==> src/rtl/knn_pkg.sv <==
// Package for the k-nearest-neighbor vote classifier.
// Holds field widths, register indexes, the controller state type and the
// command and status structs shared by the controller and the datapath.
package knn_pkg;

  // Default sizes, handed to the top level as parameter defaults.
  localparam int MAX_NEIGHBOURS_DEF = 16;
  localparam int DIST_BITS_DEF      = 32;

  // Fixed field widths.
  localparam int CFG_W     = 5;
  localparam int CFG_IDX_W = 2;
  localparam int CLS_W     = 4;
  localparam int PRED_W    = 5;
  localparam int MATCH_W   = 16;

  // Class indices are four bits wide, so at most sixteen classes exist.
  localparam int MAX_CLASSES = 16;

  // Register reset values.
  localparam logic [CFG_W-1:0] NUM_NEIGHBOURS_RST = CFG_W'(1);
  localparam logic [CFG_W-1:0] MIN_VOTES_RST      = CFG_W'(0);
  localparam logic [CFG_W-1:0] NUM_CLASSES_RST    = CFG_W'(2);

  localparam logic [MATCH_W-1:0] MATCH_MAX = {MATCH_W{1'b1}};
  localparam logic [PRED_W-1:0]  PRED_NONE = {PRED_W{1'b1}};

  // Configuration register indexes.
  typedef enum logic [CFG_IDX_W-1:0] {
    REG_NUM_NEIGHBOURS = 2'd0,
    REG_MIN_VOTES      = 2'd1,
    REG_NUM_CLASSES    = 2'd2,
    REG_COUNT_MODE     = 2'd3
  } knn_reg_t;

  // Controller states.
  typedef enum logic [1:0] {
    ST_IDLE,
    ST_COUNT,
    ST_SCAN,
    ST_RESULT
  } knn_state_t;

  // Commands from the controller to the datapath.
  typedef struct packed {
    logic insert;     // accept one neighbor word
    logic idx_clr;    // restart the slot or class index
    logic count_step; // tally the vote of one slot
    logic scan_step;  // compare one class against the leader
    logic finish;     // close the query, load the result register
  } knn_cmd_t;

  // Status from the datapath to the controller.
  typedef struct packed {
    logic count_done; // index is on the last kept slot
    logic scan_done;  // index is on the last class in use
    logic out_free;   // result register can take a new word
  } knn_sts_t;

endpackage

==> src/rtl/knn_ctrl.sv <==
// Controller of the k-nearest-neighbor vote classifier: sequences the insert,
// vote tally, class scan and result phases. Depends on knn_pkg.
module knn_ctrl
  import knn_pkg::*;
(
  input  logic     clk,
  input  logic     rst_n,
  input  logic     in_valid,
  input  logic     in_last_neighbour,
  output logic     in_ready,
  input  knn_sts_t sts,
  output knn_cmd_t cmd
);

  knn_state_t state_r, state_nxt;

  // State register.
  always_ff @(posedge clk) begin
    if (!rst_n) begin
      state_r <= ST_IDLE;
    end else begin
      state_r <= state_nxt;
    end
  end

  // Next state.
  always_comb begin
    state_nxt = state_r;
    unique case (state_r)
      ST_IDLE: begin
        if (in_valid && in_last_neighbour) state_nxt = ST_COUNT;
      end
      ST_COUNT: begin
        if (sts.count_done) state_nxt = ST_SCAN;
      end
      ST_SCAN: begin
        if (sts.scan_done) state_nxt = ST_RESULT;
      end
      ST_RESULT: begin
        if (sts.out_free) state_nxt = ST_IDLE;
      end
      default: state_nxt = ST_IDLE;
    endcase
  end

  // Outputs.
  always_comb begin
    cmd      = '0;
    in_ready = 1'b0;
    unique case (state_r)
      ST_IDLE: begin
        in_ready    = 1'b1;
        cmd.insert  = in_valid;
        cmd.idx_clr = 1'b1;
      end
      ST_COUNT: begin
        cmd.count_step = 1'b1;
        cmd.idx_clr    = sts.count_done;
      end
      ST_SCAN: begin
        cmd.scan_step = 1'b1;
      end
      ST_RESULT: begin
        cmd.finish = sts.out_free;
      end
      default: begin
        cmd = '0;
      end
    endcase
  end

endmodule

==> config.mk <==
export PLATFORM = sky130hd
export DESIGN_NAME = knn_ctrl
export DESIGN_NICKNAME = d
export VERILOG_FILES = /design/src/rtl/knn_pkg.sv /design/src/rtl/knn_ctrl.sv
export SDC_FILE = /design/constraint.sdc
export NUM_CORES = 1
export LEC_CHECK = 0
export ABC_CLOCK_PERIOD_IN_PS = 2000
export BUFFER_PORTS_ARGS = -buffer_cell sky130_fd_sc_hd__buf_2
export CAP_MARGIN = 20
export CORE_AREA = 10 10 47 49
export DETAILED_ROUTE_END_ITERATION = 8
export DIE_AREA = 0 0 57 59
export SKIP_LAST_GASP = 1
export SLEW_MARGIN = 25
export SYNTH_ARGS = -nofsm -noshare
export SYNTH_HDL_FRONTEND = slang
export SYNTH_SLANG_ARGS = --single-unit
==> constraint.sdc <==
create_clock -name clk -period 2 [get_ports clk]
set_clock_uncertainty 0.1 [all_clocks]
set_input_delay 0.3 -clock clk [delete_from_list [all_inputs] [get_ports clk]]
set_output_delay 0.3 -clock clk [all_outputs]
set_load 0.02 [all_outputs]
# == Word-level counts from Yosys, hierarchy flattened ==
# Index checks and enable logic that the tools add are counted.
# Widths: inputs -> output; s select.
# op_classes
n_reduce_logical,3
mux,11
order_cmp,0
n_bitwise,0
addsub,0
multipliers,0
n_shift,0
div,0
n_eq_ne,7
# op_table
op,count
$mux 2,4
$ne 2x2->1 const B,4
$pmux 2 s4,1
$mux 1,5
$eq 2x2->1 const B,2
$reduce_and 4->1,1
$eq 2x1->1 const B,1
$logic_not 2->1,1
$pmux 1 s2,1
$logic_and 1x1->1,1
# word_totals
register_bits,2
word_cells,22
mem_count,0
in_bits,7
out_inout_bits,6
ramBits,0
romBits,0
latch_bits,0

# == Logic depth before layout (Yosys ltp) ==
# depth
word_depth,3
mapped_depth,5
depth_no_buf,5

# == Least setup slack after synthesis ==
# OpenSTA, ideal clock, no wires.
# synth_timing
path_type,reg2reg
from,register state_r[0]
to,register state_r[0]
arrival_ps,1464
required_time_ps,1828
stages_incl_launch_ff,6
slack_ps,364
path_buffers,0
setup_time_ps,72
synth_period_minus_slack_ps,1636
cell_sequence,dfxtp_1 > inv_1 > ha_1 > nor2b_4 > a2111oi_4 > mux2i_1
# synth_via
elab_chain_len,3
word_cells_on_any_way,10
classes_between,eq/ne: 7; mux: 1; reduce/logical: 2
# synth_rtl
element,line_no,text
from (decl),knn_ctrl.sv:15,"knn_state_t state_r, state_nxt;"
from (signal assigned),knn_ctrl.sv:22,state_r <= state_nxt;
$eq 2x1->1 (tied with other cells),knn_ctrl.sv:29,unique case (state_r)
$ne 2x2->1 (no line),-,
$reduce_and 4->1 (no line),-,
# Parallel ways exist; a longest one is shown, timed or not.
# A chain may end at the register's enable or synchronous reset.

==> metrics.md <==
| Metric | Value |
|---|---|
| Die height | `just under 60 µm` |
| Antenna violations before repair | `0` |
| Clock tree sinks | `2` |
| Max-cap violation count | `0` |
| Ant. Diodes | `0` |
| Avg WL per Cell | `9.65 µm` |
| RR Startpoint | `state_r[0]` |
| Total routed wirelength | `~530 µm` |
| Largest regs | `state_r x2` |
| Share of cells above drive strength 1 | `between 40% and 50%` |
| Tcrit/Tclk final | `around 84%` |
| Mapped Area | `240 µm²` |
| Final Hold Viols | `0` |
| Critical Path RT | `around 1600 ps` |
| Final Non-Filler Cells | `55` |
| Number of nets in the layout | `54` |
| Slew margin rel. | `78.2%` |
| Chip Width | `57 µm` |
| Congestion Overflow GR | `0` |
| CORE AREA | `1400 µm²` |
| Largest area contributor in the netlist | `ha_1` |
| Post-synth top area share | `between 30% and 40%` |
| Seq. cell area | `about 40 µm²` |
| Synthesis Warnings | `0` |
| DP HPWL | `486 µm` |
| Most used routing layer | `met2` |
| Status | `completed` |
| Synthesized flop and latch total | `2` |
| Pre-antenna DRT Iters | `4` |
| GRT Util Overall | `3.84%` |
| Total number of placement rows | `14` |
| Final ANT Viol Nets | `0` |
| Kind of critical path | `reg -> out` |
| HP Start | `rst_n` |
| Insertion delay to the later sink of the worst-skew pair | `between 200 and 250 ps` |
| DR DRC count | `0` |
| CTS root buffer | `clkbuf_4` |
| Pleak | `between 0.15 and 0.2 nW` |
| Hold Slack | `roughly 270 ps` |
| Worst-case reg-to-reg path depth | `5` |
| Worst endpoint data arrival time | `1270 ps` |
| Area contributors post-synth | `ha_1 (31%), dfxtp_1 (17%), a2111oi_4 (11%), mux2i_1 (8.3%), nor2b_4 (5.7%)` |
| M3 GR Usage | `3.43%` |
| Setup Total Neg Slack | `0 ps` |
| Cells after Synth | `24` |
| GR Util met2 | `6.20%` |
| Area Overhead vs Synth | `42.7%` |
| Crit start category | `flip-flop` |
| Starting DRT DRC Count | `8` |
| Setup violators final | `0` |
| Hold-fix buffers, CTS | `0` |
| DR vias | `216` |
| Largest net degree at the start of global routing | `6` |
| Unrepaired setup endpoints after global routing | `no` |
| First-pass GRT wire length | `about 940 µm` |
| Synthesized Nets | `37` |
| Hold WC Path Type | `in -> reg` |
| Die area | `3360 µm²` |
| Critical Path Source | `state_r[0]` |
| Cell Pwr Density | `1370 nW/µm²` |
| Sequential share of the synthesized area | `around 17%` |
| Avg Synthesized Cell Area | `10.0 µm²` |
| Max Slew Vio Count | `0` |
| Total CTS buffers | `3` |
| Max reg flops | `2` |
| Fmax | `598 MHz` |
| Worst-Margin Slew | `327 ps` |
| Area occupied by multi-input gates | `193 µm²` |
| Vias in the first global route | `about 250` |
| Max VDD drop | `just over 0.0003 V` |
| Cell variety after synth | `13` |
| Placed Cells | `52` |
| Hold path depth | `3` |
| Critical path fanouts, max | `5` |
| Post-CTS Setup Inserts | `0` |
| Number of I/O pins | `13` |
| Clk slew on worst S/H paths | `~30 ps` |
| Met1 usage | `between 2 and 2.5%` |
| Filler cells | `165` |
| Crit. End Element | `primary output` |
| Vias per cell | `around 3.9` |
| Min Tclk post-route | `1670 ps` |
| Gp weighted congestion | `0.641` |
| CTS H-Tree Depth | `1` |
| PortBufs | `12` |
| Max clock buf depth | `2` |
| Post-cts resize count | `0` |
| Initial Util | `17.1%` |
| TritonCTS clock tree | `built` |
| Most flop-heavy register | `state_r` |
[cell type report]
| type | instances | share of cell area [%] |
|---|---|---|
| Clock buffer | 3 | 6.57 |
| Inverter | 2 | 2.19 |
| Multi-Input combinational cell | 20 | 56.2 |
| Sequential cell | 2 | 11.7 |
| Tap cell | 16 | 5.84 |
| Timing Repair Buffer | 12 | 17.5 |
[worst max-delay path: stages, from the launching register on]
cell and delay [ps]:
dfxtp_1 380, inv_1 100, ha_1 240, and2_2 170
buf_2 150
[Yosys cell counts]
library cell and number:
ha_1 6, nand2_1 3, dfxtp_1 2, inv_1 2, mux2i_1 2, nor2b_1 2
a2111oi_4 1, a21o_1 1, and2_1 1, and2_2 1, nand2_2 1, nor2b_4 1
o21ai_0 1
[report_power, final]
group	total [mW]	switching [mW]	internal (mW)
logic	0.308	0.171	0.136
clock network	0.0864	0.0205	0.0660
registers	0.0739	0.0172	0.0567
[metal layers]
metal | wire length, µm | up-vias
li1 | - | 108
met1 | 147 | 100
met2 | 307 | 8
met3 | 76 | 0
met4 | 0 | 0
met5 | 0 | -
[path summary, 6_finish.rpt]
| check | endpoint | slack [ps] |
|---|---|---|
| max | cmd[4] | 330 |
| min | state_r[1] | 270 |
| max reg2reg | state_r[0] | 380 |
| min reg2reg | state_r[1] | 390 |
[cells in the final DEF, fill, tap and decap left out]
master / netlist / final
clkbuf_4: 0 / 3
a21o_1: 1 / 1
nand2_2: 1 / 1
mux2i_1: 2 / 2
and2_2: 1 / 1
ha_1: 6 / 6
nand2_1: 3 / 3
nor2b_4: 1 / 1
o21ai_0: 1 / 1
dfxtp_1: 2 / 2
a2111oi_4: 1 / 1
buf_2: 0 / 12
and2_1: 1 / 1
inv_1: 2 / 2
nor2b_1: 2 / 2
[kinds of logic (layout without fill, tap and decap cells)]
family,after synthesis,in the layout,synth area share [%]
adder cells (fa/ha/maj),6,6,31.2
flip-flops,2,2,16.7
AND/OR/NAND/NOR,9,9,24.0
multiplexers,2,2,8.33
buffers and inverters,2,17,3.13
AO/OA/AOI/OAI,3,3,16.7
[per-stage QoR]
stage | instance area (µm²) | power [mW] | setup WS [ps] | utilization [%]
5_1_grt | 343 | 0.519 | 222 | 24.5
2_1_floorplan | 240 | 0.313 | 364 | -
4_1_cts | 343 | 0.483 | 307 | 24.5
3_3_place_gp | 320 | 0.388 | 407 | 22.9
3_5_place_dp | 320 | 0.390 | 360 | 22.9
6_report | 343 | 0.468 | 329 | 24.5
Note: power is estimated with default switching activity, not from simulation.
