[src/rtl/knn_pkg.sv]
// Package for the k-nearest-neighbor vote classifier.
// Holds field widths, register indexes, the controller state type and the
// command and status structs shared by the controller and the datapath.
package knn_pkg;

  // Default sizes, handed to the top level as parameter defaults.
  localparam int MAX_NEIGHBOURS_DEF = 16;
  localparam int DIST_BITS_DEF      = 32;

  // Fixed field widths.
  localparam int CFG_W     = 5;
  localparam int CFG_IDX_W = 2;
  localparam int CLS_W     = 4;
  localparam int PRED_W    = 5;
  localparam int MATCH_W   = 16;

  // Class indices are four bits wide, so at most sixteen classes exist.
  localparam int MAX_CLASSES = 16;

  // Register reset values.
  localparam logic [CFG_W-1:0] NUM_NEIGHBOURS_RST = CFG_W'(1);
  localparam logic [CFG_W-1:0] MIN_VOTES_RST      = CFG_W'(0);
  localparam logic [CFG_W-1:0] NUM_CLASSES_RST    = CFG_W'(2);

  localparam logic [MATCH_W-1:0] MATCH_MAX = {MATCH_W{1'b1}};
  localparam logic [PRED_W-1:0]  PRED_NONE = {PRED_W{1'b1}};

  // Configuration register indexes.
  typedef enum logic [CFG_IDX_W-1:0] {
    REG_NUM_NEIGHBOURS = 2'd0,
    REG_MIN_VOTES      = 2'd1,
    REG_NUM_CLASSES    = 2'd2,
    REG_COUNT_MODE     = 2'd3
  } knn_reg_t;

  // Controller states.
  typedef enum logic [1:0] {
    ST_IDLE,
    ST_COUNT,
    ST_SCAN,
    ST_RESULT
  } knn_state_t;

  // Commands from the controller to the datapath.
  typedef struct packed {
    logic insert;     // accept one neighbor word
    logic idx_clr;    // restart the slot or class index
    logic count_step; // tally the vote of one slot
    logic scan_step;  // compare one class against the leader
    logic finish;     // close the query, load the result register
  } knn_cmd_t;

  // Status from the datapath to the controller.
  typedef struct packed {
    logic count_done; // index is on the last kept slot
    logic scan_done;  // index is on the last class in use
    logic out_free;   // result register can take a new word
  } knn_sts_t;

endpackage

[src/rtl/knn_dp.sv]
// Datapath of the k-nearest-neighbor vote classifier: configuration
// registers, sorted neighbor slots, vote counters, leader scan, match total
// and the result register. Depends on knn_pkg.
module knn_dp
  import knn_pkg::*;
#(
  parameter int MAX_NEIGHBOURS = MAX_NEIGHBOURS_DEF,
  parameter int DIST_BITS      = DIST_BITS_DEF
)(
  input  logic                     clk,
  input  logic                     rst_n,
  // configuration write
  input  logic                     cfg_we,
  input  logic [CFG_IDX_W-1:0]     cfg_index,
  input  logic [CFG_W-1:0]         cfg_data,
  // neighbor word
  input  logic [DIST_BITS-1:0]     in_distance,
  input  logic [CLS_W-1:0]         in_neighbour_class,
  input  logic                     in_is_self,
  input  logic                     in_last_neighbour,
  input  logic [CLS_W-1:0]         in_true_class,
  input  logic                     in_last_query,
  // result word
  output logic                     out_valid,
  input  logic                     out_ready,
  output logic signed [PRED_W-1:0] out_predicted_class,
  output logic [MATCH_W-1:0]       out_match_count,
  output logic                     out_is_count,
  // controller
  input  knn_cmd_t                 cmd,
  output knn_sts_t                 sts
);

  localparam int KW   = $clog2(MAX_NEIGHBOURS + 1);
  localparam int CW   = (KW > CFG_W) ? KW : CFG_W;
  localparam int VW   = KW;
  localparam int SIW  = (MAX_NEIGHBOURS > 1) ? $clog2(MAX_NEIGHBOURS) : 1;
  localparam logic [DIST_BITS-1:0] DIST_INF = {DIST_BITS{1'b1}};

  // Configuration registers.
  logic [CFG_W-1:0] num_neighbours_r, min_votes_r, num_classes_r;
  logic             count_mode_r;

  always_ff @(posedge clk) begin
    if (!rst_n) begin
      num_neighbours_r <= NUM_NEIGHBOURS_RST;
      min_votes_r      <= MIN_VOTES_RST;
      num_classes_r    <= NUM_CLASSES_RST;
      count_mode_r     <= 1'b0;
    end else if (cfg_we) begin
      unique case (knn_reg_t'(cfg_index))
        REG_NUM_NEIGHBOURS: num_neighbours_r <= cfg_data;
        REG_MIN_VOTES:      min_votes_r      <= cfg_data;
        REG_NUM_CLASSES:    num_classes_r    <= cfg_data;
        REG_COUNT_MODE:     count_mode_r     <= cfg_data[0];
        default:            count_mode_r     <= count_mode_r;
      endcase
    end
  end

  // Effective k and class count after clamping.
  logic [CW-1:0] eff_k, eff_nc;

  always_comb begin
    if (num_neighbours_r == '0) begin
      eff_k = CW'(1);
    end else if (CW'(num_neighbours_r) > CW'(MAX_NEIGHBOURS)) begin
      eff_k = CW'(MAX_NEIGHBOURS);
    end else begin
      eff_k = CW'(num_neighbours_r);
    end
    if (num_classes_r == '0) begin
      eff_nc = CW'(1);
    end else if (CW'(num_classes_r) > CW'(MAX_CLASSES)) begin
      eff_nc = CW'(MAX_CLASSES);
    end else begin
      eff_nc = CW'(num_classes_r);
    end
  end

  // Neighbor slots, worst distance in slot 0.
  logic [DIST_BITS-1:0] slot_dist_r  [MAX_NEIGHBOURS];
  logic [CLS_W-1:0]     slot_class_r [MAX_NEIGHBOURS];
  logic [MAX_NEIGHBOURS-1:0] slot_filled_r;

  // A slot takes part in the insertion while the new distance beats it and
  // every slot before it; the last such slot receives the new entry.
  logic [MAX_NEIGHBOURS-1:0] beats, go, go_up;

  always_comb begin
    for (int i = 0; i < MAX_NEIGHBOURS; i++) begin
      if (i == 0) begin
        beats[i] = in_distance < slot_dist_r[i];
      end else begin
        beats[i] = (CW'(i) < eff_k) && (in_distance < slot_dist_r[i]);
      end
    end
    go[0] = beats[0];
    for (int i = 1; i < MAX_NEIGHBOURS; i++) begin
      go[i] = go[i-1] & beats[i];
    end
  end

  logic do_insert;
  assign do_insert = cmd.insert && !in_is_self;

  for (genvar g = 0; g < MAX_NEIGHBOURS; g++) begin : g_slot
    logic [DIST_BITS-1:0] up_dist;
    logic [CLS_W-1:0]     up_class;
    logic                 up_filled;

    if (g < MAX_NEIGHBOURS - 1) begin : g_up
      assign go_up[g]  = go[g+1];
      assign up_dist   = slot_dist_r[g+1];
      assign up_class  = slot_class_r[g+1];
      assign up_filled = slot_filled_r[g+1];
    end else begin : g_top
      assign go_up[g]  = 1'b0;
      assign up_dist   = DIST_INF;
      assign up_class  = '0;
      assign up_filled = 1'b0;
    end

    always_ff @(posedge clk) begin
      if (!rst_n || cmd.finish) begin
        slot_dist_r[g]   <= DIST_INF;
        slot_class_r[g]  <= '0;
        slot_filled_r[g] <= 1'b0;
      end else if (do_insert && go[g]) begin
        if (go_up[g]) begin
          slot_dist_r[g]   <= up_dist;
          slot_class_r[g]  <= up_class;
          slot_filled_r[g] <= up_filled;
        end else begin
          slot_dist_r[g]   <= in_distance;
          slot_class_r[g]  <= in_neighbour_class;
          slot_filled_r[g] <= 1'b1;
        end
      end
    end
  end

  // End-of-query fields, kept until the result is formed.
  logic [CLS_W-1:0] true_class_r;
  logic             last_query_r;

  always_ff @(posedge clk) begin
    if (cmd.insert && in_last_neighbour) begin
      true_class_r <= in_true_class;
      last_query_r <= in_last_query;
    end
  end

  // Shared index over slots, then over classes.
  logic [CW-1:0] idx_r;

  always_ff @(posedge clk) begin
    if (!rst_n || cmd.idx_clr) begin
      idx_r <= '0;
    end else if (cmd.count_step || cmd.scan_step) begin
      idx_r <= idx_r + CW'(1);
    end
  end

  assign sts.count_done = idx_r == eff_k - CW'(1);
  assign sts.scan_done  = idx_r == eff_nc - CW'(1);

  // Vote tally, one slot per cycle.
  logic [VW-1:0]    vote_r [MAX_CLASSES];
  logic [CLS_W-1:0] cur_class;
  logic             cur_votes;

  assign cur_class = slot_class_r[idx_r[SIW-1:0]];
  assign cur_votes = slot_filled_r[idx_r[SIW-1:0]] && (CW'(cur_class) < eff_nc);

  always_ff @(posedge clk) begin
    if (!rst_n || cmd.finish) begin
      for (int c = 0; c < MAX_CLASSES; c++) begin
        vote_r[c] <= '0;
      end
    end else if (cmd.count_step && cur_votes) begin
      vote_r[cur_class] <= vote_r[cur_class] + VW'(1);
    end
  end

  // Leader scan, one class per cycle; an equal count makes it undecided.
  logic [CLS_W-1:0] lead_r;
  logic [VW-1:0]    lead_votes_r;
  logic             decided_r;
  logic [VW-1:0]    scan_votes;

  assign scan_votes = vote_r[idx_r[CLS_W-1:0]];

  always_ff @(posedge clk) begin
    if (cmd.scan_step) begin
      if (idx_r == '0) begin
        lead_r       <= '0;
        lead_votes_r <= scan_votes;
        decided_r    <= 1'b1;
      end else if (scan_votes > lead_votes_r) begin
        lead_r       <= idx_r[CLS_W-1:0];
        lead_votes_r <= scan_votes;
        decided_r    <= 1'b1;
      end else if (scan_votes == lead_votes_r) begin
        decided_r    <= 1'b0;
      end
    end
  end

  // Result forming and the saturating match total.
  logic               pred_ok, hit, produce;
  logic [PRED_W-1:0]  pred;
  logic [MATCH_W-1:0] matches_r, matches_inc;

  assign pred_ok     = decided_r && (CW'(lead_votes_r) >= CW'(min_votes_r));
  assign pred        = pred_ok ? PRED_W'(lead_r) : PRED_NONE;
  assign hit         = pred_ok && (lead_r == true_class_r) && (matches_r != MATCH_MAX);
  assign matches_inc = matches_r + MATCH_W'(hit);
  assign produce     = !count_mode_r || last_query_r;

  always_ff @(posedge clk) begin
    if (!rst_n) begin
      matches_r <= '0;
    end else if (cmd.finish) begin
      if (last_query_r) begin
        matches_r <= '0;
      end else if (count_mode_r) begin
        matches_r <= matches_inc;
      end
    end
  end

  // Result register; it frees up in the cycle the receiver takes the word.
  logic                     out_valid_r;
  logic signed [PRED_W-1:0] out_pred_r;
  logic [MATCH_W-1:0]       out_match_r;
  logic                     out_is_count_r;

  assign sts.out_free = !out_valid_r || out_ready;

  always_ff @(posedge clk) begin
    if (!rst_n) begin
      out_valid_r <= 1'b0;
    end else if (cmd.finish && produce) begin
      out_valid_r <= 1'b1;
    end else if (out_ready) begin
      out_valid_r <= 1'b0;
    end
  end

  always_ff @(posedge clk) begin
    if (cmd.finish && produce) begin
      if (count_mode_r) begin
        out_pred_r     <= '0;
        out_match_r    <= matches_inc;
        out_is_count_r <= 1'b1;
      end else begin
        out_pred_r     <= pred;
        out_match_r    <= '0;
        out_is_count_r <= 1'b0;
      end
    end
  end

  assign out_valid           = out_valid_r;
  assign out_predicted_class = out_pred_r;
  assign out_match_count     = out_match_r;
  assign out_is_count        = out_is_count_r;

endmodule

[config.mk]
export PLATFORM = sky130hd
export DESIGN_NAME = knn_dp
export DESIGN_NICKNAME = d
export VERILOG_FILES = /design/src/rtl/knn_pkg.sv /design/src/rtl/knn_dp.sv
export SDC_FILE = /design/constraint.sdc
export NUM_CORES = 2
export LEC_CHECK = 0
export BUFFER_PORTS_ARGS = -buffer_cell sky130_fd_sc_hd__buf_4
export CORE_ASPECT_RATIO = 0.5
export CORE_MARGIN = 3
export CORE_UTILIZATION = 35
export DETAILED_ROUTE_END_ITERATION = 8
export GPL_ROUTABILITY_DRIVEN = 0
export PLACE_DENSITY_LB_ADDON = 0.08
export SYNTH_ARGS = -nofsm -noshare
export SYNTH_HDL_FRONTEND = slang
export SYNTH_SLANG_ARGS = --single-unit
[constraint.sdc]
create_clock -name clk -period 10.8 [get_ports clk]
set_clock_uncertainty 0.1 [all_clocks]
set_input_delay 0.54 -clock clk [delete_from_list [all_inputs] [get_ports clk]]
set_output_delay 0.54 -clock clk [all_outputs]
set_load 0.005 [all_outputs]
; ---- Word level (Yosys, flattened, before mapping)
; Memories as Yosys holds them, arrays and structs flattened. A register that Yosys moved wholly into a read port is not among the register bits.
; Cells that the tools add are included.
[classes]
n_addsub = 5
reduce_logical = 65
n_mux = 228
bitwise_logic = 77
order_cmp = 37
n_eq_ne = 8
[op_table]
columns = cell, count
row1 = 2-to-1 mux 32 bit, 31
row2 = < comparator 32 bit, 16
row3 = 2-to-1 mux 1 bit, 149
row4 = 2-to-1 mux 4 bit, 37
row5 = OR 1 bit, 62
row6 = "< comparator 4 x 5 -> 1 bit, first input constant", 8
row7 = 2-to-1 mux 5 bit, 8
row8 = logical AND 1 bit, 39
row9 = 2-to-1 mux 16 bit, 2
row10 = "< comparator 3 x 5 -> 1 bit, first input constant", 4
row11 = adder 16 x 1 -> 16 bit, 1
row12 = "inequality test 16 bit, second input constant", 1
row13 = AND 1 bit, 15
row14 = == test 5 bit, 3
row15 = zero test 5 bit, 3
row16 = AND reduction 2 bit, 7
row17 = "adder 5 x 1 -> 5 bit, second input constant", 2
row18 = "greater-than comparator 5 bit, second input constant", 2
row19 = "< comparator 2 x 5 -> 1 bit, first input constant", 2
row20 = "subtractor 5 x 1 -> 5 bit, second input constant", 2
row21 = nonzero test 2 bit, 3
row22 = >= comparator 5 bit, 1
row23 = greater-than comparator 5 bit, 1
row24 = logical OR 1 bit, 5
row25 = other kinds (12), 16
[totals]
mem_bits_rw = 656
out_inout_bits = 26
n_memories = 3
inputBits = 59
elab_cells = 454
reg_bits = 91
[mem_list]
columns = memory, words, width, rd, rd_clocked_by_memory_dff, write_ports, line_no
row1 = slot_dist_r, 16, 32, 16, 0, 16, knn_dp.sv:82  ; logic [DIST_BITS-1:0] slot_dist_r [MAX_NEIGHBOURS];
row2 = vote_r, 16, 5, 2, 1, 16, knn_dp.sv:169  ; logic [VW-1:0] vote_r [MAX_CLASSES];
row3 = slot_class_r, 16, 4, 16, 1, 16, knn_dp.sv:83  ; logic [CLS_W-1:0] slot_class_r [MAX_NEIGHBOURS];

; ---- Logic depth before layout (Yosys ltp)
[logic_depth]
word_depth = 26
depth_mapped = 17
mapped_depth_nobuf = 17

; ---- Worst setup path before layout
; No wires, ideal clock.
[synth_timing]
path_kind = input-to-reg
from = in in_distance[25]
to = mem slot_class_r[8][0], enable pin
t_arrival_ns = 5.575
setup_time_ns = 0.479
path_buffers = 1
cell_stages = 10
setup_slack_ns = 4.646
required_time_ns = 10.221
cell_sequence = ha_1 > a21oi_1 > o21ai_0 > a2111oi_1 > and2_1 > a32oi_1 > or3_1 > clkbuf_1 > or3_1 > o21ai_0
[synth_lines]
columns = item, line_no
row1 = "start, declared", knn_dp.sv:17  ; input logic [DIST_BITS-1:0] in_distance,
row2 = "end, declared", knn_dp.sv:83

==> results.ini <==
[synthesis]
avgSynthCellArea_um2 = 10.38
netlist_area_um2 = 46930
synth_ff_type = edfxtp_1
synth-edff-count = 693
netlist_instances = 4521
seq_area_frac_synth = 0.4682
async_reset_ff_frac = 0
synthXorXnorAreaFrac = 0.006106
yosysUniqueCellTypes = 83
synthMuxAreaShare = 0.05853
synth_fa_ha_area_frac = 0.1373
yosys_register_bits = 751
synth-simple-area-share = 0.1237
synth_top_family_by_area = compound AO/OA/AOI/OAI gates
synth_compound_area_frac = 0.1402
yosysWarnings = 0
syn_nets = 5095

[floorplan]
core_area_um2 = 132300
die_area_um2 = 138800
die_h_um = 264.9
ios = 85
num_rows = 94
dieWidth_um = 523.8
start_util = 0.3547

[worst_hold_path]
min_to = min_votes_r[3]
hold_start = cfg_data[3]
worst_hold_path_type = in2reg
worstHoldPathCells = 3

[worst_setup_path]
regToRegStartpoint = slot_dist_r[0][130]
critPathSlowestCell = nand3_2
cp_max_fo = 37
cp_cell_sequence = inv_1, ha_1, a211oi_1, o21ai_0, a21oi_1, o21ai_0, a311oi_1, o311ai_1, buf_4, a311oi_1, nor4b_4, buf_4, nand3_2, o22a_1
end_kind = register
reg2reg_to = slot_dist_r[1][64]
r2r_slack_ns = 4.83
reg2reg_depth = 14
critPathMaxStageDelay_ns = 0.79
arrival_ns = 6.28
critical_path_required_ns = 11.12
critPathTopFamily = compound AO/OA/AOI/OAI gates
path_class = reg2reg
path_buf_inv = 3
cp-start-kind = register

[cells_and_area]
final_common_cell = edfxtp_1
syn_to_final_growth_pct = 10.75
fillers = 12976
stdcell_count = 6344
utilization = 0.3928
final_cell_mix = edfxtp_1, inv_1, ha_1
drive_above_1_share = 0.08932
seqCellArea_um2 = 21970
finalInstanceArea_um2 = 51970
antenna_cells = 0
multi_input_area_um2 = 22090
nets = 5082

[flow_run]
drv_cap = 0

[placement]
io_buffers = 84
place_worst_setup_slack_ns = 4.294
dp.cells = 6194
placed_area_um2 = 49440
hpwl_um = 96940

[timing]
hold_viol_final = 0
final_max_slew_viol_count = 0
tightest_slew_ns = 1.247
layout_setup_ws_ns = 4.831
fin_tns_setup_ns = 0
finalCriticalPeriod_ns = 5.969
slew_headroom = 0.1631
min_period_over_period = 0.5526
max_freq_ghz = 0.1675
setup_viol = 0
whs_ns = 0.07794
rsz0062_at_grt = false

[power]
powerDensity_nw_per_um2 = 127.3
finalPower_mw = 6.618
p_leak_nw = 23.14
ir_worst_vdd_v = 0.0001298

[clock_tree]
cts_tree = done
cts_setup_buffers = 0
clock-sinks = 751
clk_path_buf_depth = 3
numCtsBuffers = 81
insertion_delay_ns = 0.68
path_clk_slew_ns = 0.06
h-tree-depth = 3
cts-root-buf = clkbuf_16

[route]
first_pass_iters = 5
wl_per_cell_um = 21.61
num_vias = 34334
wirelength_um = 137100
ant_nets = 0
first_iter_violations = 2798
drc = 0
via_per_inst = 5.412

[global_routing]
grt_pass1_vias = 33286
grt_max_degree = 75
grt_overflow = 0
antenna_found_initial = 6
gr-usage-all-layers = 0.1953
grt_pass1_wl_um = 210700

[outcome]
status = complete, no violations

-- worst max path at each step --
| stage | startpoint | to | slack (ns) | cells past startpoint |
|---|---|---|---|---|
| finish | slot_dist_r[0][130] | slot_dist_r[1][64] | 4.83 | 14 |
| global route | slot_dist_r[0][130] | slot_dist_r[1][64] | 4.34 | 14 |
| CTS | slot_dist_r[0][130] | slot_dist_r[1][64] | 4.84 | 14 |
| detailed placement | in_distance[7] | slot_dist_r[1][64] | 4.29 | 15 |
| global placement | in_distance[7] | slot_dist_r[1][64] | 4.24 | 15 |
| floorplan | in_distance[25] | slot_class_r[8][0] | 4.65 | 10 |
-- cell families (layout without fill, tap and decap cells) --
group	after synthesis	in the layout
AOI/OAI and AO/OA	965	965
xor gates and xnor gates	31	31
adders and majority gates	515	515
buffers and inverters	799	846
DFF	751	751
muxes	203	203
and+or+nand+nor	1257	1257
-- flip-flops by register name, summed over array words and instances, names as in the netlist, 15 cells and up, named ones only --
signal            cells
g_slot.up_filled     15
matches_r            16
out_match_count      16
slot_class_r         64
slot_dist_r         512
vote_r               80
-- metal layers --
metal / GRT usage / vias to the layer above / part of all wire
met1: 0.3120 / 16958 / 0.53
met5: 0 / - / 0
met4: 0.03610 / 0 / 0.016
li1: - / 16461 / -
met2: 0.2766 / 783 / 0.41
met3: 0.02910 / 132 / 0.050
-- worst register-to-register path: stages, from the launching register on --
cell and delay [ns]:
edfxtp_1 0.41, inv_1 0.08, ha_1 0.23, a211oi_1 0.23
o21ai_0 0.12, a21oi_1 0.43, o21ai_0 0.41, a311oi_1 0.64
o311ai_1 0.20, buf_4 0.22, a311oi_1 0.58, nor4b_4 0.31
buf_4 0.43, nand3_2 0.83, o22a_1 0.49
-- synthesized netlist by cell type, types with 33 or more instances --
library cell  instances  area [um2]
o21ai_0             173       865.8
nor2_1              290        1089
inv_1               551        2068
nand2_1             497        1866
o22a_1               35       306.5
buf_2                35       175.2
edfxtp_1            693       20810
or2_2                50       312.8
a211oi_1             33       247.7
mux2i_1             145        1451
mux4_2               57        1284
nand3_1              70       350.3
a21o_1               62       465.5
o211ai_1            200        1501
nand4_1              66       412.9
a32oi_1              33       289.0
nor2b_1              59       369.1
a21oi_1             199       996.0
nor3_1               92       460.4
clkbuf_1            187       701.9
dfxtp_1              58        1161
a2bb2oi_1            62       543.0
ha_1                515        6444
-- final cells by class --
cell class                      instances  share of cell area
Clock buffer                          105             0.04131
Inverter                              552             0.03992
Sequential cell                       751              0.4228
Tap cell                             1776             0.04276
Multi-Input combinational cell       2971              0.4250
Clock inverter                         38            0.006067
Timing Repair Buffer                  151             0.02215
-- power breakdown --
group          switching, mW  internal [mW]
combinational          0.418          0.191
clock                   1.26           1.52
sequential            0.0288           3.20
-- timing repair --
item / in CTS / in global routing
hold endpoints to repair: 7 / 0
hold buffers: 7 / 0
gates resized for setup: 0 / 0
No activity file was read; power rests on OpenSTA's default activity.
